`config.mk`:
```
export PLATFORM = sky130hd
export DESIGN_NAME = kuwahara_quadrant_select_unit_flat
export DESIGN_NICKNAME = d
export VERILOG_FILES = /design/src/rtl/kqs_pkg.sv /design/src/rtl/kqs_chan_if.sv /design/src/rtl/kuwahara_quadrant_select_unit.sv /design/src/rtl/kqs_queue.sv /design/src/rtl/kqs_engine.sv /design/src/flat_wrapper.sv
export SDC_FILE = /design/constraint.sdc
export NUM_CORES = 2
export LEC_CHECK = 0
export BUFFER_PORTS_ARGS = -buffer_cell sky130_fd_sc_hd__buf_2
export CAP_MARGIN = 10
export CELL_PAD_IN_SITES_DETAIL_PLACEMENT = 1
export CELL_PAD_IN_SITES_GLOBAL_PLACEMENT = 2
export CORE_MARGIN = 1
export CORE_UTILIZATION = 42
export CTS_CLUSTER_SIZE = 30
export DETAILED_ROUTE_END_ITERATION = 16
export PLACE_DENSITY_LB_ADDON = 0.1
export SLEW_MARGIN = 10
export SYNTH_ARGS = -nofsm -noshare
export SYNTH_HDL_FRONTEND = slang
export SYNTH_HIERARCHICAL = 1
export SYNTH_SLANG_ARGS = --single-unit
```
`constraint.sdc`:
```
create_clock -name clock -period 8.4 [get_ports clock]
set_input_delay 1.68 -clock clock [delete_from_list [all_inputs] [get_ports clock]]
set_output_delay 1.68 -clock clock [all_outputs]
set_load 0.03 [all_outputs]
```
`src/rtl/kqs_pkg.sv`:
```
// Package for the Kuwahara quadrant select unit: widths, constants and types.
// Used by every module of the block; depends on nothing.
`default_nettype none
package kqs_pkg;
   localparam int QuadSide = 4;
   localparam int QuadCap = QuadSide * QuadSide;
   localparam int NumQuads = 4;
   localparam int IdxW = $clog2(QuadCap);
   localparam int CntW = $clog2(QuadCap + 1);
   localparam int SumW = CntW + 8;
   localparam int SsdW = 16 + IdxW + 1;
   localparam int ProdW = SsdW + CntW;

   localparam logic [1:0] StatusOk = 2'd0;
   localparam logic [1:0] StatusOverflow = 2'd1;
   localparam logic [1:0] StatusEmpty = 2'd2;

   typedef struct packed {
      logic [1:0] quadrant;
      logic [7:0] pixel;
      logic       last;
   } req_type;

   typedef struct packed {
      logic [7:0] mean_value;
      logic [1:0] chosen_quadrant;
      logic [1:0] status;
   } rsp_type;
endpackage
`default_nettype wire

```
`src/rtl/kqs_chan_if.sv`:
```
// Valid/ready channel interface carrying one payload of a given type.
// Depends on kqs_pkg for the payload types.
`default_nettype none
interface kqs_req_if;
   logic              valid;
   logic              ready;
   kqs_pkg::req_type  data;
   modport source (output valid, output data, input ready);
   modport sink (input valid, input data, output ready);
endinterface

interface kqs_rsp_if;
   logic              valid;
   logic              ready;
   kqs_pkg::rsp_type  data;
   modport source (output valid, output data, input ready);
   modport sink (input valid, input data, output ready);
endinterface
`default_nettype wire

```
`src/rtl/kuwahara_quadrant_select_unit.sv`:
```
// Top level of the Kuwahara quadrant select unit.
// Depends on kqs_pkg, the channel interfaces, kqs_queue and kqs_engine.
//
// Usage: requests carry one window pixel with its quadrant (0..3) and a last
// flag. Each pixel is stored and added to its quadrant's sum and count; a
// pixel for a full quadrant is dropped and flagged in the status.
// A request marked last yields exactly one response: the rounded mean of the
// quadrant with the lowest spread, its index and a status code.
// Requests enter a two-entry queue, so the sender can place two requests
// while the back end finishes a window and is held after that.
// Ordinary pixels are stored and summed as they arrive. A last request then,
// for each quadrant in turn, searches its mean step by step and walks its
// stored samples through the single memory read port to sum the squared
// deviations (both end at once for a quadrant with fewer than two samples)
// and compares; then it rounds the chosen mean by a step-by-step search
// and presents the response. No request is taken until the response is taken.
// When the receiver stalls, the response holds and the back end waits, and
// requests back up into the queue. Reset clears all sums and counts and the
// overflow and found flags; samples are kept, as only written ones are used.
`default_nettype none
module kuwahara_quadrant_select_unit (
   input wire logic clock,
   input wire logic reset,
   kqs_req_if.sink  req,
   kqs_rsp_if.source rsp
);
   kqs_req_if mid ();

   kqs_queue u_queue (
      .clock (clock),
      .reset (reset),
      .up    (req),
      .down  (mid)
   );

   kqs_engine u_engine (
      .clock (clock),
      .reset (reset),
      .req   (mid),
      .rsp   (rsp)
   );
endmodule
`default_nettype wire

```
`src/rtl/kqs_queue.sv`:
```
// Two-entry request queue between the front end and the back end.
// Depends on kqs_pkg and the channel interfaces.
`default_nettype none
module kqs_queue (
   input  wire logic clock,
   input  wire logic reset,
   kqs_req_if.sink   up,
   kqs_req_if.source down
);
   kqs_pkg::req_type slot_ff [2];
   kqs_pkg::req_type slot_in [2];
   logic [1:0] count_ff, count_in;
   logic push, pop;

   assign up.ready = (count_ff != 2'd2);
   assign down.valid = (count_ff != 2'd0);
   assign down.data = slot_ff[0];
   assign push = up.valid && up.ready;
   assign pop = down.valid && down.ready;

   always_comb begin
      slot_in = slot_ff;
      count_in = count_ff;
      if (pop) begin
         slot_in[0] = slot_ff[1];
         count_in = count_in - 2'd1;
      end
      if (push) begin
         slot_in[count_in[0]] = up.data;
         count_in = count_in + 2'd1;
      end
   end

   always_ff @(posedge clock) begin
      slot_ff <= slot_in;
      if (reset) begin
         count_ff <= 2'd0;
      end else begin
         count_ff <= count_in;
      end
   end
endmodule
`default_nettype wire

```
`src/rtl/kqs_engine.sv`:
```
// Back end: stores samples, accumulates sums and counts, and on the last request
// walks the stored samples to find the least-spread quadrant. Depends on kqs_pkg.
`default_nettype none
module kqs_engine (
   input  wire logic clock,
   input  wire logic reset,
   kqs_req_if.sink   req,
   kqs_rsp_if.source rsp
);
   typedef enum logic [5:0] {
      ST_LOAD  = 6'b000001,
      ST_MEAN  = 6'b000010,
      ST_WALK  = 6'b000100,
      ST_CMP   = 6'b001000,
      ST_ROUND = 6'b010000,
      ST_OUT   = 6'b100000
   } state_type;

   localparam int AddrW = 2 + kqs_pkg::IdxW;

   state_type state_ff, state_in;
   logic [7:0] mem [kqs_pkg::NumQuads * kqs_pkg::QuadCap];
   logic [7:0] rd_ff;
   logic [kqs_pkg::SumW-1:0] sum_ff [kqs_pkg::NumQuads];
   logic [kqs_pkg::CntW-1:0] cnt_ff [kqs_pkg::NumQuads];
   logic ovf_ff;
   logic [1:0] q_ff;
   logic [kqs_pkg::CntW-1:0] idx_ff;
   logic rd_vld_ff;
   logic [7:0] mean_ff;
   logic [kqs_pkg::SumW-1:0] rem_ff;
   logic [kqs_pkg::SsdW-1:0] ssd_ff;
   logic found_ff, best_single_ff;
   logic [1:0] best_q_ff;
   logic [kqs_pkg::SsdW-1:0] best_ssd_ff;
   logic [kqs_pkg::CntW-1:0] best_den_ff;
   kqs_pkg::rsp_type out_ff;

   logic accept;
   logic [kqs_pkg::CntW-1:0] cur_cnt;
   logic [kqs_pkg::SumW-1:0] cur_sum;
   logic signed [9:0] diff;
   logic [7:0] abs_diff;
   logic [15:0] sq;
   logic [kqs_pkg::CntW-1:0] den_cur;
   logic [kqs_pkg::SumW-1:0] rsum, rq, rr;
   logic [kqs_pkg::CntW-1:0] rn;
   logic [8:0] rq9;

   assign accept = req.valid && req.ready;
   assign req.ready = (state_ff == ST_LOAD);
   assign rsp.valid = (state_ff == ST_OUT);
   assign rsp.data = out_ff;
   assign cur_cnt = cnt_ff[q_ff];
   assign cur_sum = sum_ff[q_ff];
   assign diff = $signed({2'b00, rd_ff}) - $signed({2'b00, mean_ff});
   assign abs_diff = diff[9] ? 8'(-diff) : diff[7:0];
   assign sq = abs_diff * abs_diff;
   assign den_cur = cur_cnt - kqs_pkg::CntW'(1);

   always_comb begin
      rsum = sum_ff[best_q_ff];
      rn = cnt_ff[best_q_ff];
      rq = rem_ff;
      rr = rsum - rq * kqs_pkg::SumW'(rn);
      rq9 = 9'(rq);
      if ((rr << 1) > kqs_pkg::SumW'(rn) ||
          ((rr << 1) == kqs_pkg::SumW'(rn) && rq[0])) begin
         rq9 = rq9 + 9'd1;
      end
   end

   always_comb begin
      state_in = state_ff;
      unique case (state_ff)
         ST_LOAD: if (accept && req.data.last) state_in = ST_MEAN;
         ST_MEAN: if (cur_cnt < kqs_pkg::CntW'(2) ||
                      kqs_pkg::SumW'({1'b0, mean_ff} + 9'd1) * kqs_pkg::SumW'(cur_cnt)
                      > cur_sum) state_in = ST_WALK;
         ST_WALK: if (cur_cnt < kqs_pkg::CntW'(2) ||
                      (rd_vld_ff && idx_ff == cur_cnt)) state_in = ST_CMP;
         ST_CMP:  state_in = (q_ff == 2'd3) ? ST_ROUND : ST_MEAN;
         ST_ROUND: if (!found_ff ||
                       kqs_pkg::SumW'(rem_ff + kqs_pkg::SumW'(1)) *
                       kqs_pkg::SumW'(cnt_ff[best_q_ff]) > sum_ff[best_q_ff])
                      state_in = ST_OUT;
         ST_OUT:  if (rsp.ready) state_in = ST_LOAD;
         default: state_in = ST_LOAD;
      endcase
   end

   always_ff @(posedge clock) begin
      if (accept && cnt_ff[req.data.quadrant] < kqs_pkg::CntW'(kqs_pkg::QuadCap)) begin
         mem[{req.data.quadrant, kqs_pkg::IdxW'(cnt_ff[req.data.quadrant])}]
            <= req.data.pixel;
      end
      rd_ff <= mem[AddrW'({q_ff, kqs_pkg::IdxW'(idx_ff)})];
   end

   always_ff @(posedge clock) begin
      if (reset) begin
         state_ff <= ST_LOAD;
         for (int i = 0; i < kqs_pkg::NumQuads; i++) begin
            sum_ff[i] <= '0;
            cnt_ff[i] <= '0;
         end
         ovf_ff <= 1'b0;
         q_ff <= 2'd0;
         idx_ff <= '0;
         rd_vld_ff <= 1'b0;
         found_ff <= 1'b0;
      end else begin
         state_ff <= state_in;
         unique case (state_ff)
            ST_LOAD: begin
               if (accept) begin
                  if (cnt_ff[req.data.quadrant] < kqs_pkg::CntW'(kqs_pkg::QuadCap)) begin
                     sum_ff[req.data.quadrant] <= sum_ff[req.data.quadrant]
                        + kqs_pkg::SumW'(req.data.pixel);
                     cnt_ff[req.data.quadrant] <= cnt_ff[req.data.quadrant]
                        + kqs_pkg::CntW'(1);
                  end else begin
                     ovf_ff <= 1'b1;
                  end
               end
               q_ff <= 2'd0;
               idx_ff <= '0;
               mean_ff <= '0;
               found_ff <= 1'b0;
               best_single_ff <= 1'b0;
            end
            ST_MEAN: begin
               if (state_in == ST_WALK) begin
                  idx_ff <= '0;
                  rd_vld_ff <= 1'b0;
                  ssd_ff <= '0;
               end else begin
                  mean_ff <= mean_ff + 8'd1;
               end
            end
            ST_WALK: begin
               if (rd_vld_ff) begin
                  ssd_ff <= ssd_ff + kqs_pkg::SsdW'(sq);
               end
               rd_vld_ff <= 1'b1;
               if (idx_ff != cur_cnt) idx_ff <= idx_ff + kqs_pkg::CntW'(1);
            end
            ST_CMP: begin
               if (cur_cnt == kqs_pkg::CntW'(1)) begin
                  if (!found_ff) begin
                     found_ff <= 1'b1;
                     best_single_ff <= 1'b1;
                     best_q_ff <= q_ff;
                  end
               end else if (cur_cnt != '0) begin
                  if (!found_ff || best_single_ff ||
                      kqs_pkg::ProdW'(best_ssd_ff) * kqs_pkg::ProdW'(den_cur) >
                      kqs_pkg::ProdW'(ssd_ff) * kqs_pkg::ProdW'(best_den_ff)) begin
                     found_ff <= 1'b1;
                     best_single_ff <= 1'b0;
                     best_q_ff <= q_ff;
                     best_ssd_ff <= ssd_ff;
                     best_den_ff <= den_cur;
                  end
               end
               q_ff <= q_ff + 2'd1;
               idx_ff <= '0;
               mean_ff <= '0;
               rem_ff <= '0;
            end
            ST_ROUND: begin
               if (state_in == ST_OUT) begin
                  if (!found_ff) begin
                     out_ff <= '{8'd0, 2'd0, kqs_pkg::StatusEmpty};
                  end else begin
                     out_ff.mean_value <= (rq9 > 9'd255) ? 8'd255 : rq9[7:0];
                     out_ff.chosen_quadrant <= best_q_ff;
                     out_ff.status <= ovf_ff ? kqs_pkg::StatusOverflow
                                             : kqs_pkg::StatusOk;
                  end
                  for (int i = 0; i < kqs_pkg::NumQuads; i++) begin
                     sum_ff[i] <= '0;
                     cnt_ff[i] <= '0;
                  end
                  ovf_ff <= 1'b0;
               end else begin
                  rem_ff <= rem_ff + kqs_pkg::SumW'(1);
               end
            end
            ST_OUT: ;
            default: ;
         endcase
      end
   end
endmodule
`default_nettype wire

```
`src/flat_wrapper.sv`:
```
// flat-port wrapper written by rule: the top's interface ports become plain ports
module kuwahara_quadrant_select_unit_flat 
  (clock, reset, req_valid, req_data, req_ready, rsp_valid, rsp_data, rsp_ready);
  kqs_req_if req_i ();
  kqs_rsp_if rsp_i ();
  input wire logic clock;
  input wire logic reset;
  input wire logic [$bits(req_i.valid)-1:0] req_valid;
  input wire logic [$bits(req_i.data)-1:0] req_data;
  output wire logic [$bits(req_i.ready)-1:0] req_ready;
  output wire logic [$bits(rsp_i.valid)-1:0] rsp_valid;
  output wire logic [$bits(rsp_i.data)-1:0] rsp_data;
  input wire logic [$bits(rsp_i.ready)-1:0] rsp_ready;
  assign req_i.valid = req_valid;
  assign req_i.data = req_data;
  assign req_ready = req_i.ready;
  assign rsp_valid = rsp_i.valid;
  assign rsp_data = rsp_i.data;
  assign rsp_i.ready = rsp_ready;
  kuwahara_quadrant_select_unit u_core (.clock(clock), .reset(reset), .req(req_i), .rsp(rsp_i));
endmodule
```
* Word-level counts from Yosys, hierarchy flattened
Memories as Yosys holds them, arrays and structs flattened. A register that Yosys moved wholly into a read port is not among the register bits.
Index checks and enable logic that the tools add are counted.
** Word-level totals
- Memories kept :: 3
- RAM bits :: 584
- Output and inout port bits :: 14
- Logic and storage cells :: 212
- Bits of input ports :: 15
- Register bits :: 123
** Memories
- u_core.u_engine.mem :: depth 64, bits a word 8, rd ports 1, clocked after memory_dff 1, write ports 1, RTL line kqs_engine.sv:22 : logic [7:0] mem [kqs_pkg::NumQuads * kqs_pkg::QuadCap];
- u_core.u_engine.sum_ff :: depth 4, bits a word 13, rd ports 3, clocked after memory_dff 3, write ports 4, RTL line kqs_engine.sv:24 : logic [kqs_pkg::SumW-1:0] sum_ff [kqs_pkg::NumQuads];
- u_core.u_engine.cnt_ff :: depth 4, bits a word 5, rd ports 3, clocked after memory_dff 3, write ports 4, RTL line kqs_engine.sv:25 : logic [kqs_pkg::CntW-1:0] cnt_ff [kqs_pkg::NumQuads];
** Operators by class
- Eq/ne operators :: 26
- Add/subtract/negate cells :: 15
- Bitwise logic cells :: 11
- Multiply operators :: 6
- Reduce and logical (&&, ||, !) cells :: 38
- Order comparisons :: 9
- Muxes and demuxes :: 81
** Operators with widths (count)
- two-way mux 13 bit :: 6
- multiplier 21 x 5 -> 26 bit :: 2
- two-way mux 21 bit :: 2
- case mux 21 bit (2 select lines) :: 1
- two-way mux 5 bit :: 8
- case mux 6 bit (6 select lines) :: 1
- two-way mux 6 bit :: 5
- two-way mux 2 bit :: 14
- two-way mux 1 bit :: 27
- > comparator 13 bit :: 2
- > comparator 26 bit :: 1
- case mux 13 bit (2 select lines) :: 1
- two-way mux 8 bit :: 3
- bitwise mux 22 bit :: 1
- two-way mux 11 bit :: 2
- two-way mux 22 bit :: 1
- adder 21 x 16 -> 21 bit :: 1
- inequality test 2 bit (second input constant) :: 9
- multiplier 8 x 8 -> 16 bit :: 1
- case mux 8 bit (2 select lines) :: 1
- nonzero test 2 bit :: 8
- case mux 5 bit (3 select lines) :: 1
- AND reduction 3 bit :: 5
- AND reduction 5 bit :: 3
- other kinds (51) :: 80

* Longest topological paths before layout
- Word-level depth :: 13
- Gate-level depth with buffers :: 35
- Gate-level depth less buffers :: 33

* Hierarchy
The synthesis kept the hierarchy.
** Modules (own cells, without submodules)
- kqs_engine :: area an instance 43356.6 um2, cells an instance 3340, seq. area each 20589.7 um2, instances 1
- kqs_queue :: area an instance 1138.6 um2, cells an instance 97, seq. area each 590.6 um2, instances 1

* Least setup slack after synthesis
Ideal clock, no wire load.
- Path kind :: flip-flop to flip-flop
- From :: register (tool-made name)
- To :: register u_core/u_engine/best_den_ff[0] in the netlist's numbering, enable pin
- Data arrival time :: 8.823 ns
- Required time :: 7.958 ns
- Path buffers :: 3
- Slack :: -0.865 ns
- Cell stages (with the launch flop) :: 32
- Clock period less this slack :: 9.265 ns
- Path through :: dfxtp_1 > buf_2 > mux2i_1 > mux2_2 > clkbuf_1 > ha_1 > inv_1 > o31ai_1 > nand2_1 > clkbuf_1 > and2_1 > fa_1 > fa_1 > inv_1 > fa_1 > inv_1 > ha_1 > o21ai_0 > nand2b_1 > and4_1 > o31a_1 > a41oi_1 > a21oi_1 > a41o_1 > o41ai_1 > xnor2_1 > ha_1 > nand4_1 > nor3_1 > nor2b_1 > or3_1 > nor3_1
** RTL lines
- end signal, assigned :: RTL line kqs_engine.sv:163 : best_den_ff <= den_cur;
- end, declared :: RTL line kqs_engine.sv:36 : logic [kqs_pkg::CntW-1:0] best_den_ff;

==> out/results.tsv <==
metric	value	unit
outcome	finished, final reports clean	
portBuffers	28	
dp.cells	4780	
setup_viol	0	
reg2regPathDepth	31	
gp_congestion	0.825	
clk_latency	0.65	ns
relSlewSlack	0.210	
critPathCaptureType	register	
critPathMaxFanout	13	
hp-class	register to register	
grt.total_usage	0.223	
synth_edf_count	678	
rows	119	
yosysTopAreaCellShare	0.458	
first_pass_iters	5	
drt-total-wl	117	mm
grt_pass1_vias	29400	
async_flop_share	0	
cts_inserted_buffers	81	
postLayoutCoreUtil	0.466	
cts_tree	yes	
worstMarginPinSlew	1.18	ns
slowest_delay	0.54	ns
r2r_end	u_core/u_engine/best_ssd_ff[17]$_DFFE_PP_	
synth-compound-area-share	0.0522	
finalHoldViolations	0	
critical_path_class	register to register	
synth_area_per_cell	12.9	µm²
stdcell_count	4934	
synthTopCellsByCount	678 x edfxtp_1, 389 x inv_1, 318 x nor2_1	
fmax	0.125	GHz
synth_flop_cell	edfxtp_1	
dp_hpwl	85.2	mm
fp.dieW	327	µm
slowest_stage	fa_1	
clockBufferDepth	3	
worstPathArrival	8.35	ns
num_vias	27300	
antenna_found_initial	6	
synthAdderAreaFrac	0.173	
grt_pass1_wl	180	mm
holdWs	0.524	ns
grt_max_degree	65	
ctsHoldBuffers	0	
drtIter0Drc	1354	
required	8.75	ns
initial_core_util	0.423	
viasPerCell	5.52	
synth_top_family_by_area	adder cells	
min_period_over_period	0.953	
skew	0.0252	ns
synth_area	44500	µm²
ys_seq_area_frac	0.476	
num_antenna_cells	0	
root_buffer	clkbuf_16	
rsz0062_at_grt	no	
route.detailed.drc	0	
synth-xor-area-share	0.0283	
max_cap_viol_count	0	
synth_fp_nets	3927	
io_pins	29	
synth_cell_type_count	77	
yosysTopAreaCell	edfxtp_1	
synth-simple-area-share	0.105	
yosys_warnings	6	
finalCriticalPeriod	8.00	ns
yosysMostFrequentCell	edfxtp_1	
die_area	107000	µm²
yosys-top-cells-area	edfxtp_1 46%, mux4_2 11%, fa_1 10%, ha_1 6.8%, inv_1 3.3%	
syn-instance-count	3437	
core	105000	µm²
cts.sinks	719	
synth_mux_area_frac	0.118	
wire_per_inst	23.8	µm
fp.dieH	327	µm
overflow	0	
clk_pin_slew	0.06	ns
ant_nets	0	
drv_slew	0	
area_delta_synth_final	10.2	%
drive_above_1_share	0.143	
htree_levels	3	
critPathCapture	u_core/u_engine/best_ssd_ff[17]$_DFFE_PP_	
crit_path_start_kind	register	
regToRegSetupSlack	0.40	ns
synth-seq-cells	719	
nets	3968	
==> flip-flops by register name, indices dropped and copies added, names as in the netlist, 5 cells and up, named ones only <==
signal,flops
u_core/u_engine/mem,512
u_core/u_engine/sum_ff,52
u_core/u_engine/best_ssd_ff,21
u_core/u_engine/ssd_ff,21
u_core/u_engine/cnt_ff,20
u_core/u_engine/rem_ff,13
u_core/u_engine/rsp.data,12
u_core/u_queue/down.data,11
u_core/u_engine/mean_ff,8
u_core/u_engine/rd_ff,8
u_core/u_engine/state_ff,6
u_core/u_engine/best_den_ff,5
u_core/u_engine/idx_ff,5
==> final cells by class <==
class / count / area (µm²)
Fill cell: 10700 / 56100
Multi-Input combinational cell: 2183 / 21300
Sequential cell: 719 / 21200
Clock buffer: 106 / 2190
Tap cell: 1391 / 1740
Inverter: 392 / 1470
Timing Repair Buffer: 101 / 733
Clock inverter: 42 / 377
==> worst max-delay path: cells and delay by family, from the launching register on <==
kind,cells,cell delay [ns]
AOI/OAI and AO/OA,7,1.65
xor gates and xnor gates,1,0.12
adders and majority gates,6,2.47
buffers and inverters,7,0.91
DFF,1,0.40
muxes,1,0.37
and+or+nand+nor,9,1.79
==> metrics by stage <==
| step | TNS [ns] | setup slack, ns | instance area (µm²) |
|---|---|---|---|
| 3_5_place_dp | -4.26 | -0.166 | 46300 |
| 2_1_floorplan | 0 | 0.292 | 44500 |
| 3_3_place_gp | 0 | 0.0389 | 46300 |
| 6_report | 0 | 0.396 | 49000 |
| 4_1_cts | 0 | 0.0446 | 48900 |
| 5_1_grt | 0 | 0.00784 | 49000 |
==> logic make-up after synthesis <==
| family | Yosys count |
|---|---|
| AOI/OAI and AO/OA | 351 |
| xor gates and xnor gates | 140 |
| adders and majority gates | 475 |
| buffers and inverters | 535 |
| DFF | 719 |
| muxes | 256 |
| and+or+nand+nor | 961 |
==> cells in the final DEF, fill, tap and decap left out, drive strengths merged, types with 77 or more instances in the layout <==
master,count
buf,100
ha,243
and2,128
nor2,318
inv,396
clkbuf,107
a21oi,101
nand2,184
mux4,215
fa,232
edfxtp,678
o21ai,77
xnor2,106
==> how the worst min path moves through the flow <==
stage | from | end | depth (start not counted) | slack (ns)
2_1_floorplan | u_core/u_engine/ssd_ff[18]$_SDFFCE_PN0P_ | u_core/u_engine/best_ssd_ff[18]$_DFFE_PP_ | 0 | 0.42
3_3_place_gp | register | u_core/u_queue/down.data[9]$_DFF_P_ | 2 | 0.51
3_5_place_dp | register | u_core/u_queue/down.data[1]$_DFF_P_ | 2 | 0.51
4_1_cts | register | u_core/u_queue/down.data[1]$_DFF_P_ | 2 | 0.53
5_1_grt | u_core/u_queue/down.data[4]$_DFF_P_ | u_core/u_engine/mem[16][3]$_DFFE_PP_ | 0 | 0.54
6_report | register | u_core/u_queue/down.data[1]$_DFF_P_ | 2 | 0.52
==> layer usage <==
layer  share of wire  wire length, µm  track usage
met1            0.45            53300        0.307
met2            0.49            56900        0.369
met3           0.035             4050       0.0277
met4           0.026             3000       0.0639
met5               0                0            0
==> repair_timing <==
action	4_1_cts	5_1_grt
buffers inserted	2	2
cloned	0	2
endpoints found under the setup margin	28	34
pin swaps	1	3
gates resized for setup	4	14
Power is not shown: default switching activity piles up to over one toggle a cycle in this logic, so the estimate is an artifact.
